==> config.mk <==
export PLATFORM = sky130hd
export DESIGN_NAME = bbra_ram
export DESIGN_NICKNAME = d
export VERILOG_FILES = /design/src/rtl/core/bbra_pkg.sv /design/src/rtl/core/bbra_ram.sv
export SDC_FILE = /design/constraint.sdc
export NUM_CORES = 1
export LEC_CHECK = 0
export BUFFER_PORTS_ARGS = -buffer_cell sky130_fd_sc_hd__buf_2
export CORE_AREA = 2 2 100 102
export CTS_CLUSTER_DIAMETER = 100
export DETAILED_ROUTE_END_ITERATION = 12
export DIE_AREA = 0 0 102 104
export GPL_TIMING_DRIVEN = 0
export PLACE_DENSITY = 0.75
export SKIP_CTS_REPAIR_TIMING = 1
export SLEW_MARGIN = 20
export SYNTH_ARGS = -nofsm -noshare
export SYNTH_HDL_FRONTEND = slang
export SYNTH_SLANG_ARGS = --single-unit
==> constraint.sdc <==
create_clock -name clk -period 6.2 [get_ports clk]
set_clock_uncertainty 0.15 [all_clocks]
set_input_delay 1.24 -clock clk [delete_from_list [all_inputs] [get_ports clk]]
set_output_delay 1.24 -clock clk [all_outputs]
set_load 0.02 [all_outputs]
==> src/rtl/core/bbra_pkg.sv <==
// Package for the bump/bitmap record allocator: codes, states, field widths
// and default sizes. Depends on nothing; every module in rtl/core imports it.
`timescale 1ns / 1ps

package bbra_pkg;

    localparam int DEF_MAX_RECORDS  = 32768;
    localparam int DEF_MAX_PER_HOST = 4096;

    localparam int OFFSET_W  = 48;
    localparam int BASE_W    = 40;
    localparam int HOST_W    = 3;
    localparam int RPH_W     = 13;
    localparam int TOTAL_W   = 16;
    localparam int RBYTES_W  = 13;
    localparam int HARV_W    = 13;
    localparam int CFG_IDX_W = 3;
    localparam int DIV_STEPS = OFFSET_W;
    localparam int STEP_W    = $clog2(DIV_STEPS + 1);

    localparam logic [1:0] OP_ALLOC   = 2'd0;
    localparam logic [1:0] OP_FREE    = 2'd1;
    localparam logic [1:0] OP_RECLAIM = 2'd2;
    localparam logic [1:0] OP_UNUSED  = 2'd3;

    localparam logic [1:0] STAT_DONE    = 2'd0;
    localparam logic [1:0] STAT_NOSPACE = 2'd1;
    localparam logic [1:0] STAT_BADFREE = 2'd2;

    localparam logic [CFG_IDX_W-1:0] CFG_HOST_INDEX   = 3'd0;
    localparam logic [CFG_IDX_W-1:0] CFG_RECS_PER_HST = 3'd1;
    localparam logic [CFG_IDX_W-1:0] CFG_TOTAL_RECS   = 3'd2;
    localparam logic [CFG_IDX_W-1:0] CFG_RECORD_BYTES = 3'd3;
    localparam logic [CFG_IDX_W-1:0] CFG_RECORDS_BASE = 3'd4;

    typedef enum logic [3:0] {
        ST_CLEAR,
        ST_IDLE,
        ST_SEG_MUL,
        ST_DISPATCH,
        ST_POP,
        ST_POP_DATA,
        ST_OFF_G,
        ST_OFF_MUL,
        ST_OFF_ADD,
        ST_DIV,
        ST_FREE_CHK,
        ST_RC_ISSUE,
        ST_RC_CHECK,
        ST_DONE
    } state_t;

endpackage

==> src/rtl/core/bbra_ram.sv <==
// Generic single-write, single-read RAM with a registered read port.
// Depends on bbra_pkg only by house convention; no reset on the array.
`timescale 1ns / 1ps

module bbra_ram
    import bbra_pkg::*;
#(
    parameter int WIDTH = 8,
    parameter int DEPTH = 16,
    parameter int AW    = (DEPTH > 1) ? $clog2(DEPTH) : 1
)
(
    input  logic             clk,
    input  logic             we,
    input  logic [AW-1:0]    waddr,
    input  logic [WIDTH-1:0] wdata,
    input  logic [AW-1:0]    raddr,
    output logic [WIDTH-1:0] rdata
);

    logic [WIDTH-1:0] mem [DEPTH];

    always_ff @(posedge clk)
    begin
        if (we)
        begin
            mem[waddr] <= wdata;
        end
        rdata <= mem[raddr];
    end

endmodule

; ---- After elaboration in Yosys (flattened, before gate mapping)
; Memories as Yosys holds them, arrays and structs flattened. A register that Yosys moved wholly into a read port is not among the register bits.
; Index checks and enable logic that the tools add are counted.
[op_classes]
add_sub_neg = 0
mul = 0
div = 0
magnitude_cmp = 0
eq_ne = 0
shift = 0
muxes = 2
bitwise = 0
n_reduce_logical = 0
[op_table]
columns = cell, count
row1 = $mux W1, 2
[totals]
regBits = 0
latch_bits = 0
mem_bits_rw = 128
mem_bits_ro = 0
in_bits = 18
output_inout_bits = 8
elab_cells = 3
mem_count = 1
[memory_table]
columns = name, depth, width, read_ports, rd_clocked_by_memory_dff, write_ports, line
row1 = mem, 16, 8, 1, 1, 1, bbra_ram.sv:21  ; logic [WIDTH-1:0] mem [DEPTH];

; ---- Logic depth before layout (Yosys ltp)
[depth]
ltp_word = 2
mapped_depth = 5
depth_no_buf = 3

; ---- Worst setup path after synthesis
; Ideal clock, no wire load.
[synth_path]
kind = in2reg
from = input port waddr[2]
to = memory mem[0][0] (enable)
setup_ps = 383
t_arrival_ps = 2350
t_required_ps = 5667
setup_slack_ps = 3317
stages = 2
path_buffers = 0
path_cell_list = or3b_2 -> nor3_1
[synth_rtl]
columns = item, line
row1 = from (decl), bbra_ram.sv:15  ; input logic [AW-1:0] waddr,
row2 = to (decl), bbra_ram.sv:21
; Straight into the memory's write port.

; ---- Worst setup path in the final report
[layout_path]
from = input port waddr[2]
to = memory mem[3][7] (enable)
; Straight into the memory's write port.

==> parameters.txt <==
Parameter                              Value

Run status
  Status ... finished, final reports clean

Floorplanning
  Cell row count ... 36
  Die footprint ... roughly 11,000 um2
  Vertical extent of the die ... about 100 um
  Ports ... 26
  Floorplan core area ... 9550 um2
  Effective utilization at floorplan ... a little over half
  Die Span X ... approximately 100 um

Detailed routing
  Drt total wl ... roughly 10 mm
  Initial DRC Count ... roughly 210
  Detailed-route via count ... roughly 2,400
  Post-detailed-route DRC marker count ... 0
  Post-DR vias/cell ... 5.75
  Post-DR wirelength/cell ... between 20 and 25 um
  First-pass iteration count of the detailed router ... 5
  Antenna Violating Nets Remaining ... 0

Timing
  Final-report max-slew violation count ... 0
  Final setup violation count ... 0
  RSZ-0062 raised after global routing ... no
  Post-layout minimum cycle time ... roughly 2.6 ns
  Worst Max-Slew Pin Slew ... slightly below 0.9 ns
  Setup TNS after final layout ... 0 ns
  Slew margin rel. ... between 40% and 50%
  Number of hold violations in the final report ... 0
  Final worst path period share ... approximately two fifths
  Maximum clock rate ... between 0.3 and 0.4 GHz

Setup path
  Worst Setup End Kind ... register
  Worst setup startpoint ... waddr[2]
  Required time reported for the critical path endpoint ... 6.20 ns
  Critical R2R Launch ... mem[5][0]
  Critical Path AT ... about 2.6 ns
  Critical Setup Path Class ... in -> reg
  Kind of launch point of the worst setup path ... input port
  Worst reg2reg path endpoint ... rdata[0]
  Number of cells on the worst reg-to-reg path ... 3
  Minimum setup slack among reg-to-reg paths ... about 4.6 ns
  Crit-path max FO ... 8

Logic synthesis
  Post-Synthesis Mean Instance Area ... approximately 22 um2
  Number of synthesized register bits ... 136
  Netlist cell types ... 19
  Syn nets ... about 250
  Library cell occupying the most area in the post-synthesis netlist ... sky130_fd_sc_hd__edfxtp_1
  Post-synth EDFFs ... 128
  Share of synthesized flip-flops with an asynchronous set or reset ... 0%
  Number of warnings printed during yosys synthesis ... 0
  Predominant post-synthesis flop cell ... sky130_fd_sc_hd__edfxtp_1
  Summed instance area of the synthesized netlist ... 5150 um2
  Top cell type's share of synthesized area ... roughly three quarters
  Sequential cell area fraction in the yosys report ... between 70% and 80%
  Cells after synthesis ... around 230
  Top cells by area in the synthesized netlist ... sky130_fd_sc_hd__edfxtp_1 75%, sky130_fd_sc_hd__mux4_2 7.9%, sky130_fd_sc_hd__mux4_1 7.1%

Clock network
  Clock input transition at the sequential cells of the worst setup and hold paths ... about 0.060 ns
  Number of buffers added by the clock tree synthesis step ... 17
  Library cell used as clock root buffer ... sky130_fd_sc_hd__clkbuf_8
  Clock latency at the later pin of the worst-skew pair ... between 0.5 and 0.6 ns
  TritonCTS clock tree ... built
  Maximum number of buffers from clock root to sink ... 2
  Clk sinks ... 136
  Count of H-tree levels built during CTS ... 4

Final layout
  Register area ... about 4000 um2
  Most common library cell in the layout ignoring fill and taps ... sky130_fd_sc_hd__edfxtp_1
  Layout cell share with drive strength beyond 1 ... between 30% and 40%
  Count of filler cells inserted in the layout ... 638
  Final net count ... 290
  Synthesis-to-finish area growth ... 18.9%
  Most frequent cells in the layout ... 128 x sky130_fd_sc_hd__edfxtp_1, 27 x sky130_fd_sc_hd__buf_2, 18 x sky130_fd_sc_hd__mux4_2
  Ant diodes ... 0
  Multi-input gate area in the final layout ... about 1100 um2

Hold path
  Worst Hold Class ... reg -> reg
  Start point of the worst min-delay path ... mem[10][7]
  End of the worst hold path ... rdata[7]
  Hold Path Cell Cnt ... 3

GRT
  Initial antenna violation count ... 0
  Leftover overflow at the end of global routing ... 0
  Vias in the first global route ... roughly 2,500
  Wire length of the first global-routing pass ... 15.0 mm
  Pin count of the biggest net entering global routing ... 17
  GRT Overall Usage ... between 20% and 30%

Power
  Areal power density over the cells ... ~370 nW/um2
  Peak ir drop on the vdd network ... between 200 and 250 uV
  Post-route total power ... 2.26 mW
  Leakage Power ... just over 2 nW

Flow run
  Max-cap viol count ... 0

Placed design
  Hpwl dp ... roughly 5.7 mm
  Placer's final routability congestion estimate ... ~0.70
  Count of buffers inserted at the top-level ports ... 24
sequential cells by signal, summed over array words and instances, names as in the netlist:
signal and count:
rdata 8, mem 128
worst max-delay path by stage:
| stage | endpoint | slack [ns] | cells after the start |
|---|---|---|---|
| after floorplan | mem[0][0] | 3.32 | 2 |
| after global placement | mem[0][0] | 2.82 | 3 |
| after detailed placement | mem[4][7] | 3.10 | 3 |
| after CTS | mem[4][7] | 3.65 | 3 |
| after global routing | mem[3][7] | 3.61 | 3 |
| final | mem[3][7] | 3.64 | 3 |
power breakdown:
group          leakage [nW]  internal, mW  switching, mW
sequential             1.22          1.03        0.00499
combinational         0.520        0.0410         0.0633
clock                 0.321         0.755          0.366
total                  2.06          1.82          0.434
Yosys cell counts (2+ instances only):
cell	number
sky130_fd_sc_hd__edfxtp_1	128
sky130_fd_sc_hd__mux4_2	18
sky130_fd_sc_hd__a22oi_1	16
sky130_fd_sc_hd__mux4_1	14
sky130_fd_sc_hd__nor2_1	13
sky130_fd_sc_hd__nand2_1	9
sky130_fd_sc_hd__dfxtp_1	8
sky130_fd_sc_hd__nor3_1	4
sky130_fd_sc_hd__buf_2	3
sky130_fd_sc_hd__buf_6	3
sky130_fd_sc_hd__clkdlybuf4s25_2	3
sky130_fd_sc_hd__nand2b_1	2
sky130_fd_sc_hd__nand3b_1	2
layout make-up:
type / instances / share of cell area, %
plain buffers: 10 / 1.41
repair buffers: 24 / 1.96
well taps: 133 / 2.72
flip-flops and latches: 136 / 65.4
clock inverters: 12 / 3.64
clock buffers: 20 / 7.28
multi-input cells: 83 / 17.6
logic make-up (layout without fill, tap and decap cells):
group           Yosys count  after routing  share of synthesized area, %
compound gates           16             16                          2.33
buf+inv                  10             66                          1.68
flops                   136            136                          77.8
mux                      32             32                          15.0
simple gates             35             35                          3.18
layer usage:
layer | track usage, % | vias up | routed length, um
met5 | 0 | - | 0
met3 | 6.59 | 12 | 683
li1 | - | 1062 | -
met2 | 31.0 | 98 | 4820
met1 | 28.9 | 1231 | 4240
met4 | 6.95 | 0 | 136
critical path: stages:
cell,delay (ns)
sky130_fd_sc_hd__buf_2,0.11
sky130_fd_sc_hd__or3b_2,0.53
sky130_fd_sc_hd__nor2_1,0.68
through the flow:
| step | setup WS, ns | instance area [um2] | utilization [%] | hold slack, ns | std cells |
|---|---|---|---|---|---|
| 2_1_floorplan | 3.32 | 5150 | - | 0.479 | 229 |
| 6_report | 3.64 | 6120 | 64.1 | 0.536 | 418 |
| 3_3_place_gp | 2.82 | 5430 | 56.9 | 0.506 | 386 |
| 4_1_cts | 3.65 | 6120 | 64.1 | 0.543 | 418 |
| 3_5_place_dp | 3.10 | 5450 | 57.1 | 0.521 | 386 |
| 5_1_grt | 3.61 | 6120 | 64.1 | 0.570 | 418 |
Power figures use the tool's default switching activity.
